<file path="src/design/spq_pkg.sv">
// Shared types and constants for the stable priority queue.
// No dependencies.
package spq_pkg;
  localparam int DEPTH = 16;
  localparam int IDX_W = $clog2(DEPTH);
  localparam int CNT_W = $clog2(DEPTH + 1);

  typedef enum logic [1:0] {
    FN_ENQ   = 2'd0,
    FN_DEQ   = 2'd1,
    FN_NUDGE = 2'd2,
    FN_CLEAR = 2'd3
  } func_t;

  typedef enum logic [1:0] {
    ST_OK       = 2'd0,
    ST_EMPTY    = 2'd1,
    ST_NOTFOUND = 2'd2,
    ST_FULL     = 2'd3
  } status_t;

  // controller -> datapath
  typedef struct packed {
    logic load;    // capture request
    logic search;  // run id search and compare cells
    logic apply;   // commit the update
  } dp_cmd_t;

  // datapath -> controller (none needed beyond timing)
  typedef struct packed {
    logic busy;
  } dp_sts_t;
endpackage

</file>
<file path="src/design/spq_ctrl.sv">
// Controller state machine for the stable priority queue.
// Depends on spq_pkg.
module spq_ctrl (
  input  logic             clk,
  input  logic             rst_n,
  input  logic             in_tvalid,
  output logic             in_tready,
  output logic             out_tvalid,
  input  logic             out_tready,
  output spq_pkg::dp_cmd_t cmd,
  input  spq_pkg::dp_sts_t sts
);
  import spq_pkg::*;

  typedef enum logic [2:0] {
    S_IDLE   = 3'b001,
    S_SEARCH = 3'b010,
    S_APPLY  = 3'b100
  } state_t;

  state_t state_r, state_nxt;
  logic   out_tvalid_r, out_tvalid_nxt;
  logic   apply_ok;

  // result register free, or emptied at this edge
  assign apply_ok   = !out_tvalid_r || out_tready;
  assign in_tready  = (state_r == S_IDLE);
  assign out_tvalid = out_tvalid_r;
  assign cmd.load   = (state_r == S_IDLE) && in_tvalid;
  assign cmd.search = (state_r == S_SEARCH);
  assign cmd.apply  = (state_r == S_APPLY) && apply_ok;

  always_comb begin
    state_nxt = state_r;
    case (state_r)
      S_IDLE:   if (in_tvalid) state_nxt = S_SEARCH;
      S_SEARCH: state_nxt = S_APPLY;
      S_APPLY:  if (apply_ok) state_nxt = S_IDLE;
      default:  state_nxt = S_IDLE;
    endcase
  end

  always_comb begin
    out_tvalid_nxt = out_tvalid_r;
    if (cmd.apply)       out_tvalid_nxt = 1'b1;
    else if (out_tready) out_tvalid_nxt = 1'b0;
  end

  always_ff @(posedge clk) begin
    if (!rst_n) begin
      state_r      <= S_IDLE;
      out_tvalid_r <= 1'b0;
    end else begin
      state_r      <= state_nxt;
      out_tvalid_r <= out_tvalid_nxt;
    end
  end

  a_onehot: assert property (@(posedge clk) disable iff (!rst_n) $onehot(state_r))
    else $error("state not one-hot");
  a_seq: assert property (@(posedge clk) disable iff (!rst_n)
    cmd.search |=> state_r == S_APPLY)
    else $error("search not followed by apply");
  a_outv: assert property (@(posedge clk) disable iff (!rst_n) cmd.apply |=> out_tvalid)
    else $error("apply not followed by result");
  a_busy: assert property (@(posedge clk) disable iff (!rst_n) cmd.search |-> sts.busy)
    else $error("search without a captured request");
  a_hold: assert property (@(posedge clk) disable iff (!rst_n)
    out_tvalid && !out_tready |=> out_tvalid)
    else $error("result dropped while stalled");
endmodule

</file>
<file path="src/design/spq_dp.sv">
// Datapath: slot stores, parallel match/compare cells, shift update.
// Depends on spq_pkg.
module spq_dp (
  input  logic                    clk,
  input  logic                    rst_n,
  input  spq_pkg::dp_cmd_t        cmd,
  output spq_pkg::dp_sts_t        sts,
  input  logic [1:0]              req_func,
  input  logic [15:0]             req_id,
  input  logic [15:0]             req_prio,
  output logic [1:0]              res_status,
  output logic                    res_fvalid,
  output logic [15:0]             res_fid,
  output logic [15:0]             res_fprio,
  output logic [4:0]              res_count
);
  import spq_pkg::*;

  logic [15:0] sid_r [DEPTH];
  logic [15:0] spr_r [DEPTH];
  logic [CNT_W-1:0] cnt_r;
  logic [1:0]  fn_r;
  logic [15:0] id_r, pr_r;
  logic [DEPTH-1:0] hit_r;   // slot holds the id
  logic [DEPTH-1:0] gt_r;    // slot priority > request, post-removal order
  logic        found_r;
  logic [IDX_W-1:0] pos_r;
  logic        busy_r;
  // result register
  logic [1:0]  st_r;
  logic        fv_r;
  logic [15:0] fid_r, fpr_r;
  logic [4:0]  ocnt_r;

  // search cells
  logic [DEPTH-1:0] hit_c, gtraw_c, gt_c;
  logic             found_c;
  logic [IDX_W-1:0] pos_c;
  always_comb begin
    found_c = 1'b0;
    pos_c   = '0;
    for (int i = 0; i < DEPTH; i++) begin
      hit_c[i]   = (i < int'(cnt_r)) && (sid_r[i] == id_r);
      gtraw_c[i] = (pr_r < spr_r[i]);
    end
    for (int i = DEPTH - 1; i >= 0; i--)
      if (hit_c[i]) begin
        found_c = 1'b1;
        pos_c   = IDX_W'(i);
      end
    // compare flags in post-removal index space
    for (int i = 0; i < DEPTH; i++) begin
      if (found_c && i >= int'(pos_c))
        gt_c[i] = (i + 1 < DEPTH) ? gtraw_c[(i + 1) % DEPTH] : 1'b0;
      else
        gt_c[i] = gtraw_c[i];
    end
  end

  // update cells
  logic [15:0] nid [DEPTH];
  logic [15:0] npr [DEPTH];
  logic [CNT_W-1:0] ncnt, rcnt;
  logic [1:0] nst;
  logic [15:0] rid [DEPTH];
  logic [15:0] rpr [DEPTH];
  logic [DEPTH-1:0] ins_at;
  logic placed;
  always_comb begin
    nst    = ST_OK;
    ncnt   = cnt_r;
    rcnt   = cnt_r;
    placed = 1'b0;
    for (int i = 0; i < DEPTH; i++) begin
      nid[i] = sid_r[i];
      npr[i] = spr_r[i];
      // after removal of the matched slot
      if (found_r && i >= int'(pos_r) && i + 1 < DEPTH) begin
        rid[i] = sid_r[(i + 1) % DEPTH];
        rpr[i] = spr_r[(i + 1) % DEPTH];
      end else begin
        rid[i] = sid_r[i];
        rpr[i] = spr_r[i];
      end
    end
    if (found_r) rcnt = cnt_r - 1'b1;
    // insertion point: first valid slot with larger priority, else rcnt
    for (int i = 0; i < DEPTH; i++)
      ins_at[i] = (i < int'(rcnt)) && gt_r[i];
    case (func_t'(fn_r))
      FN_ENQ: begin
        if (!found_r && cnt_r >= CNT_W'(DEPTH)) nst = ST_FULL;
        else begin
          for (int i = 0; i < DEPTH; i++) begin
            if (!placed && (ins_at[i] || i == int'(rcnt))) begin
              nid[i] = id_r; npr[i] = pr_r;
              placed = 1'b1;
            end else if (placed) begin
              // slots behind the new entry move back one place
              nid[i] = rid[(i + DEPTH - 1) % DEPTH];
              npr[i] = rpr[(i + DEPTH - 1) % DEPTH];
            end else begin
              nid[i] = rid[i]; npr[i] = rpr[i];
            end
          end
          ncnt = rcnt + 1'b1;
        end
      end
      FN_DEQ: begin
        if (cnt_r == '0) nst = ST_EMPTY;
        else begin
          for (int i = 0; i + 1 < DEPTH; i++) begin
            nid[i] = sid_r[i + 1]; npr[i] = spr_r[i + 1];
          end
          ncnt = cnt_r - 1'b1;
        end
      end
      FN_NUDGE: begin
        if (!found_r) nst = ST_NOTFOUND;
        else if (pos_r != '0) begin
          nid[pos_r - 1'b1] = id_r;
          nid[pos_r]        = sid_r[pos_r - 1'b1];
          npr[pos_r]        = spr_r[pos_r - 1'b1];
        end
      end
      FN_CLEAR: ncnt = '0;
      default: ;
    endcase
  end

  always_ff @(posedge clk) begin
    if (cmd.load) begin
      fn_r <= req_func; id_r <= req_id; pr_r <= req_prio;
    end
    if (cmd.search) begin
      hit_r <= hit_c; gt_r <= gt_c; found_r <= found_c; pos_r <= pos_c;
    end
    if (cmd.apply) begin
      for (int i = 0; i < DEPTH; i++) begin
        sid_r[i] <= nid[i];
        spr_r[i] <= npr[i];
      end
      st_r   <= nst;
      fv_r   <= (ncnt != '0);
      fid_r  <= (ncnt != '0) ? nid[0] : 16'd0;
      fpr_r  <= (ncnt != '0) ? npr[0] : 16'd0;
      ocnt_r <= 5'(ncnt);
    end
  end

  always_ff @(posedge clk) begin
    if (!rst_n) begin
      cnt_r  <= '0;
      busy_r <= 1'b0;
    end else begin
      if (cmd.apply) cnt_r <= ncnt;
      busy_r <= cmd.load | cmd.search;
    end
  end

  assign sts.busy   = busy_r;
  assign res_status = st_r;
  assign res_fvalid = fv_r;
  assign res_fid    = fid_r;
  assign res_fprio  = fpr_r;
  assign res_count  = ocnt_r;

  a_cnt: assert property (@(posedge clk) disable iff (!rst_n) cnt_r <= CNT_W'(DEPTH))
    else $error("count overflow");
  a_hit: assert property (@(posedge clk) disable iff (!rst_n)
    cmd.apply |-> $countones(hit_r) <= 1) else $error("hit vector corrupt");
  a_full: assert property (@(posedge clk) disable iff (!rst_n)
    (cmd.apply && nst == ST_FULL) |=> $stable(cnt_r)) else $error("full changed count");
endmodule

</file>
<file path="src/design/stable_priority_queue_top.sv">
// Top level of the stable priority queue.
// Depends on spq_pkg, spq_ctrl and spq_dp.
//
// Bounded priority queue of up to DEPTH (16) (id, priority) entries ordered
// low priority first, equal priorities in arrival order. Each input beat
// carries one command; exactly one result beat follows it with the status and
// the front entry and count after the command. After the accepting edge the
// command runs a search step (parallel id-match and priority compare across
// all slots) and then the shift update of the slot registers, which also loads
// the result register and waits while that register holds a result not yet taken.
// The next beat is taken the cycle after the update, so a new command is not
// taken before the last one is through. A result left waiting for out_tready
// does not block the next beat; only the update of the following command waits
// until the result register is taken.
module stable_priority_queue_top (
  input  logic        clk,
  input  logic        rst_n,
  input  logic        in_tvalid,
  output logic        in_tready,
  input  logic [39:0] in_tdata,   // func[1:0], id[17:2], priority_req[33:18]
  output logic        out_tvalid,
  input  logic        out_tready,
  output logic [39:0] out_tdata   // status[1:0], front_valid[2], front_id[18:3],
                                  // front_priority[34:19], entry_count[39:35]
);
  import spq_pkg::*;

  dp_cmd_t cmd;
  dp_sts_t sts;
  logic [1:0]  st;
  logic        fv;
  logic [15:0] fid, fpr;
  logic [4:0]  cnt;

  spq_ctrl u_ctrl (
    .clk, .rst_n, .in_tvalid, .in_tready, .out_tvalid, .out_tready,
    .cmd, .sts
  );

  spq_dp u_dp (
    .clk, .rst_n, .cmd, .sts,
    .req_func  (in_tdata[1:0]),
    .req_id    (in_tdata[17:2]),
    .req_prio  (in_tdata[33:18]),
    .res_status(st),
    .res_fvalid(fv),
    .res_fid   (fid),
    .res_fprio (fpr),
    .res_count (cnt)
  );

  assign out_tdata = {cnt, fpr, fid, fv, st};
endmodule
</file>
<file path="config.mk">
export PLATFORM = sky130hd
export DESIGN_NAME = stable_priority_queue_top
export DESIGN_NICKNAME = d
export VERILOG_FILES = /design/src/design/spq_pkg.sv /design/src/design/spq_ctrl.sv /design/src/design/spq_dp.sv /design/src/design/stable_priority_queue_top.sv
export SDC_FILE = /design/constraint.sdc
export NUM_CORES = 2
export LEC_CHECK = 0
export BUFFER_PORTS_ARGS = -buffer_cell sky130_fd_sc_hd__buf_2
export CELL_PAD_IN_SITES_DETAIL_PLACEMENT = 0
export CELL_PAD_IN_SITES_GLOBAL_PLACEMENT = 1
export CORE_ASPECT_RATIO = 0.75
export CORE_MARGIN = 3
export CORE_UTILIZATION = 51
export CTS_BUF_LIST = sky130_fd_sc_hd__clkbuf_8
export DETAILED_ROUTE_END_ITERATION = 8
export GPL_ROUTABILITY_DRIVEN = 0
export PLACE_DENSITY = 0.81
export SYNTH_ARGS = -nofsm -noshare
export SYNTH_HDL_FRONTEND = slang
export SYNTH_SLANG_ARGS = --single-unit
export TNS_END_PERCENT = 5
</file>
<file path="constraint.sdc">
create_clock -name clk -period 18.3 [get_ports clk]
set_input_delay 0 -clock clk [delete_from_list [all_inputs] [get_ports clk]]
set_output_delay 0 -clock clk [all_outputs]
set_load 0.1 [all_outputs]
</file>
==> run_results.csv <==
group,metric,value,unit
sta,min_period,6.67,ns
sta,fmax,0.150,GHz
routing,antenna_left,0,
floorplanning,initial_core_util,51.8,%
setup_path,crit_path_start_kind,"flop",
global_route,gr-total-overflow,0,
cts,cts_resized,0,
global_route,top_usage_layer,"met1",
synth,synth_edf_count,607,
run_status,outcome,"complete, no violations",
setup_path,reg2reg_to,"u_dp.spr_r[15][8]",
sta,slew_headroom,10.4,%
layout,fin_nets,7384,
cts,cts_root_buffer,"clkbuf_8",
global_route,grt_pass1_vias,56200,
global_route,grt_pass1_wl,365000,um
cts,worstSkewPairLatency,0.88,ns
sta,final-hold-violation-count,0,
sta,max_slew.worst_pin.slew,1.34,ns
hold_path,hp-start,"in_tvalid",
cts,cts_sinks,616,
placement,place_area,0.0637,mm2
hold_path,min_to,"u_dp.pr_r[2]",
cts,clkTransAtPathRegs,0.07,ns
global_route,grt_use_met2,49.6,%
floorplanning,die_h,310,um
cts,cts_setup_buffers,0,
floorplanning,die-area,0.127,mm2
synth,synth-warning-count,0,
layout,drive_gt1_share,8.82,%
synth,synth_top_area_share,29.1,%
sta,finClkSkew,0.0452,ns
sta,drv_slew,0,
setup_path,cp_max_fo,68,
global_route,grt_antenna_before_repair,9,
setup_path,timing.rr.start,"u_dp.cnt_r[0]",
cts,cts_made_buffers,116,
layout,area_growth,6.56,%
synth,synth_fp_nets,7729,
routing,drt_wl_total,243000,um
setup_path,worstPathRequired,18.84,ns
sta,rsz0062_at_grt,"no",
pwr,ir_worst_vdd,0.0612,mV
pwr,power_density,53.2,mW/mm2
synth,synth_seq_area_share,29.4,%
synth,syn_inst,7434,
routing,drc,0,
setup_path,worstPathArrival,7.21,ns
synth,synth_flop_cell,"edfxtp_1",
layout,finalInstanceArea,0.0668,mm2
placement,dp.final_hpwl,162000,um
floorplanning,io_pins,86,
hold_path,hp-class,"input pin to flop",
synth,synth_area_leader_cell,"edfxtp_1",
routing,drtIter0Drc,9346,
cts,cts_tree,"yes",
sta,setup_viol,0,
placement,port_buffers,79,
cts,cts_max_level,3,
setup_path,ff2ff_setup_slack,11.63,ns
layout,utilization,55.2,%
setup_path,end_kind,"flop",
sta,fin_tns_setup,0,ns
global_route,use_met1,55.5,%
global_route,grt_use_total,36.9,%
synth,ys_top_cells_by_area,"edfxtp_1 29%, mux2i_1 12%, a21oi_1 6.1%",
synth,synth-async-reset-ratio,0,%
global_route,grt_max_degree,182,
floorplanning,rows,110,
global_route,grt.met3_usage,13.6,%
cts,clockBufferDepth,3,
routing,wire_per_inst,27.6,um
setup_path,ff2ff_path_depth,14,
synth,synth_seq_cells,616,
setup_path,critPathKind,"flop to flop",
sta,timing.final.crit_share,36.4,%
flow_run,max-cap-violations,0,
pwr,p_total,3550,uW
floorplanning,core,0.121,mm2
pwr,p_leak,0.0267,uW
routing,via_per_inst,6.90,
hold_path,hold-path-cell-count,3,
routing,num_vias,60800,
synth,synth.avg_cell_area,8.43,um2
synth,synth.cell_area,0.0627,mm2
synth,yosysUniqueCellTypes,75,
routing,first_pass_iters,6,
floorplanning,die_x,411,um
## synthesized netlist by cell type, drive strengths merged, types with 4 or more instances
library cell / count
a21oi: 769
nand2: 767
nor2: 743
mux2i: 728
clkbuf: 642
edfxtp: 607
o21ai: 586
a211oi: 296
inv: 278
ha: 251
o221ai: 190
mux4: 160
xor2: 143
buf: 134
xnor2: 126
o211ai: 123
a221o: 96
nor3: 91
o2111ai: 71
a31oi: 69
o311ai: 64
a21o: 57
a22oi: 52
nand4: 52
nor2b: 41
nor4: 39
nand2b: 37
nand3: 36
a221oi: 19
o22ai: 18
and2: 17
o41a: 17
o21a: 11
or2: 11
and3: 10
dfxtp: 9
a2111oi: 8
and4: 8
or3: 8
a21boi: 7
a211o: 4
a32o: 4
nor3b: 4
o41ai: 4
## worst max-delay path: stages (launching register included)
cell	delay (ns)
dfxtp_1	0.92
inv_1	0.28
ha_1	0.42
and4bb_1	0.28
xnor2_1	0.61
nor3_1	0.21
a2111o_1	0.59
nor4_4	0.33
buf_4	0.65
nand4_1	0.57
nor4b_2	0.40
buf_4	0.69
nor2_1	0.08
a21oi_1	0.15
o21ai_0	0.11
## cell usage in the layout, fill, tap and decap left out, types with 155 or more instances in the layout
cell | Yosys | final
edfxtp_1 | 607 | 607
a21oi_1 | 769 | 767
nand2_1 | 767 | 750
o21ai_0 | 578 | 574
mux2i_1 | 728 | 727
buf_4 | 10 | 155
a211oi_1 | 296 | 296
nor2_1 | 742 | 732
inv_1 | 278 | 319
mux4_2 | 160 | 160
o221ai_1 | 190 | 190
ha_1 | 251 | 250
## state kept, by name, indices dropped and copies added (netlist names)
| register | count |
|---|---|
| u_dp.sid_r | 256 |
| u_dp.spr_r | 256 |
| u_dp.gt_r | 16 |
| u_dp.id_r | 16 |
| u_dp.pr_r | 16 |
| u_dp.res_fid | 16 |
| u_dp.res_fprio | 16 |
| u_dp.cnt_r | 5 |
| u_dp.res_count | 5 |
| u_dp.pos_r | 4 |
| u_ctrl.state_r | 3 |
| u_dp.fn_r | 2 |
| u_dp.res_status | 2 |
| u_ctrl.out_tvalid | 1 |
| u_dp.found_r | 1 |
| u_dp.res_fvalid | 1 |
## area by class of cell
| class | instances | area, um2 |
|---|---|---|
| Antenna cell | 3 | 7.51 |
| Clock buffer | 122 | 1680 |
| Clock inverter | 92 | 599 |
| Fill cell | 11200 | 54200 |
| Inverter | 278 | 1040 |
| Multi-Input combinational cell | 5764 | 40600 |
| Sequential cell | 616 | 18400 |
| Tap cell | 1624 | 2030 |
| Timing Repair Buffer | 313 | 2380 |
## what timing repair did
item,in CTS,in global routing
endpoints found under the setup margin,0,0
hold buffers,76,0
hold endpoints to repair,59,0
## metal layers
layer	vias up	share of wire (%)	wire, um
li1	27300	-	-
met1	28900	44	106000
met2	4202	39	94800
met3	365	15	37100
met4	4	2.2	5250
met5	-	0.019	46
## worst max-delay path by stage
stage,from,end,slack [ns],cells after the start
6_report,u_dp.cnt_r[0],u_dp.spr_r[15][8],11.63,14
5_1_grt,u_dp.cnt_r[0],u_dp.spr_r[15][15],11.49,14
4_1_cts,u_dp.cnt_r[0],u_dp.sid_r[15][12],12.00,14
3_5_place_dp,u_dp.cnt_r[0],u_dp.sid_r[15][12],11.99,14
3_3_place_gp,u_dp.cnt_r[0],u_dp.sid_r[15][0],12.17,16
2_1_floorplan,u_ctrl.out_tvalid,u_dp.sid_r[10][0],3.76,4
## cells by family after synthesis
| group | share of synthesized area (%) |
|---|---|
| XOR/XNOR | 3.76 |
| flip-flops | 29.4 |
| buffers and inverters | 6.43 |
| AND/OR/NAND/NOR | 12.6 |
| AO/OA/AOI/OAI | 25.4 |
| adder cells (fa/ha/maj) | 5.01 |
| multiplexers | 17.4 |
## stage by stage
stage	std cells	hold slack [ns]	setup WS [ns]
after global placement	8519	0.177	12.17
after detailed placement	8519	0.178	11.99
after floorplan	7434	0.0989	3.76
after CTS	8809	0.269	12.00
final	8812	0.340	11.63
after global routing	8810	0.338	11.49
## report_power, final
group | internal (uW) | switching [uW] | total (uW)
Sequential | 1560 | 8.18 | 1570
Clock | 727 | 715 | 1440
Combinational | 177 | 365 | 542
Power figures use the tool's default switching activity.
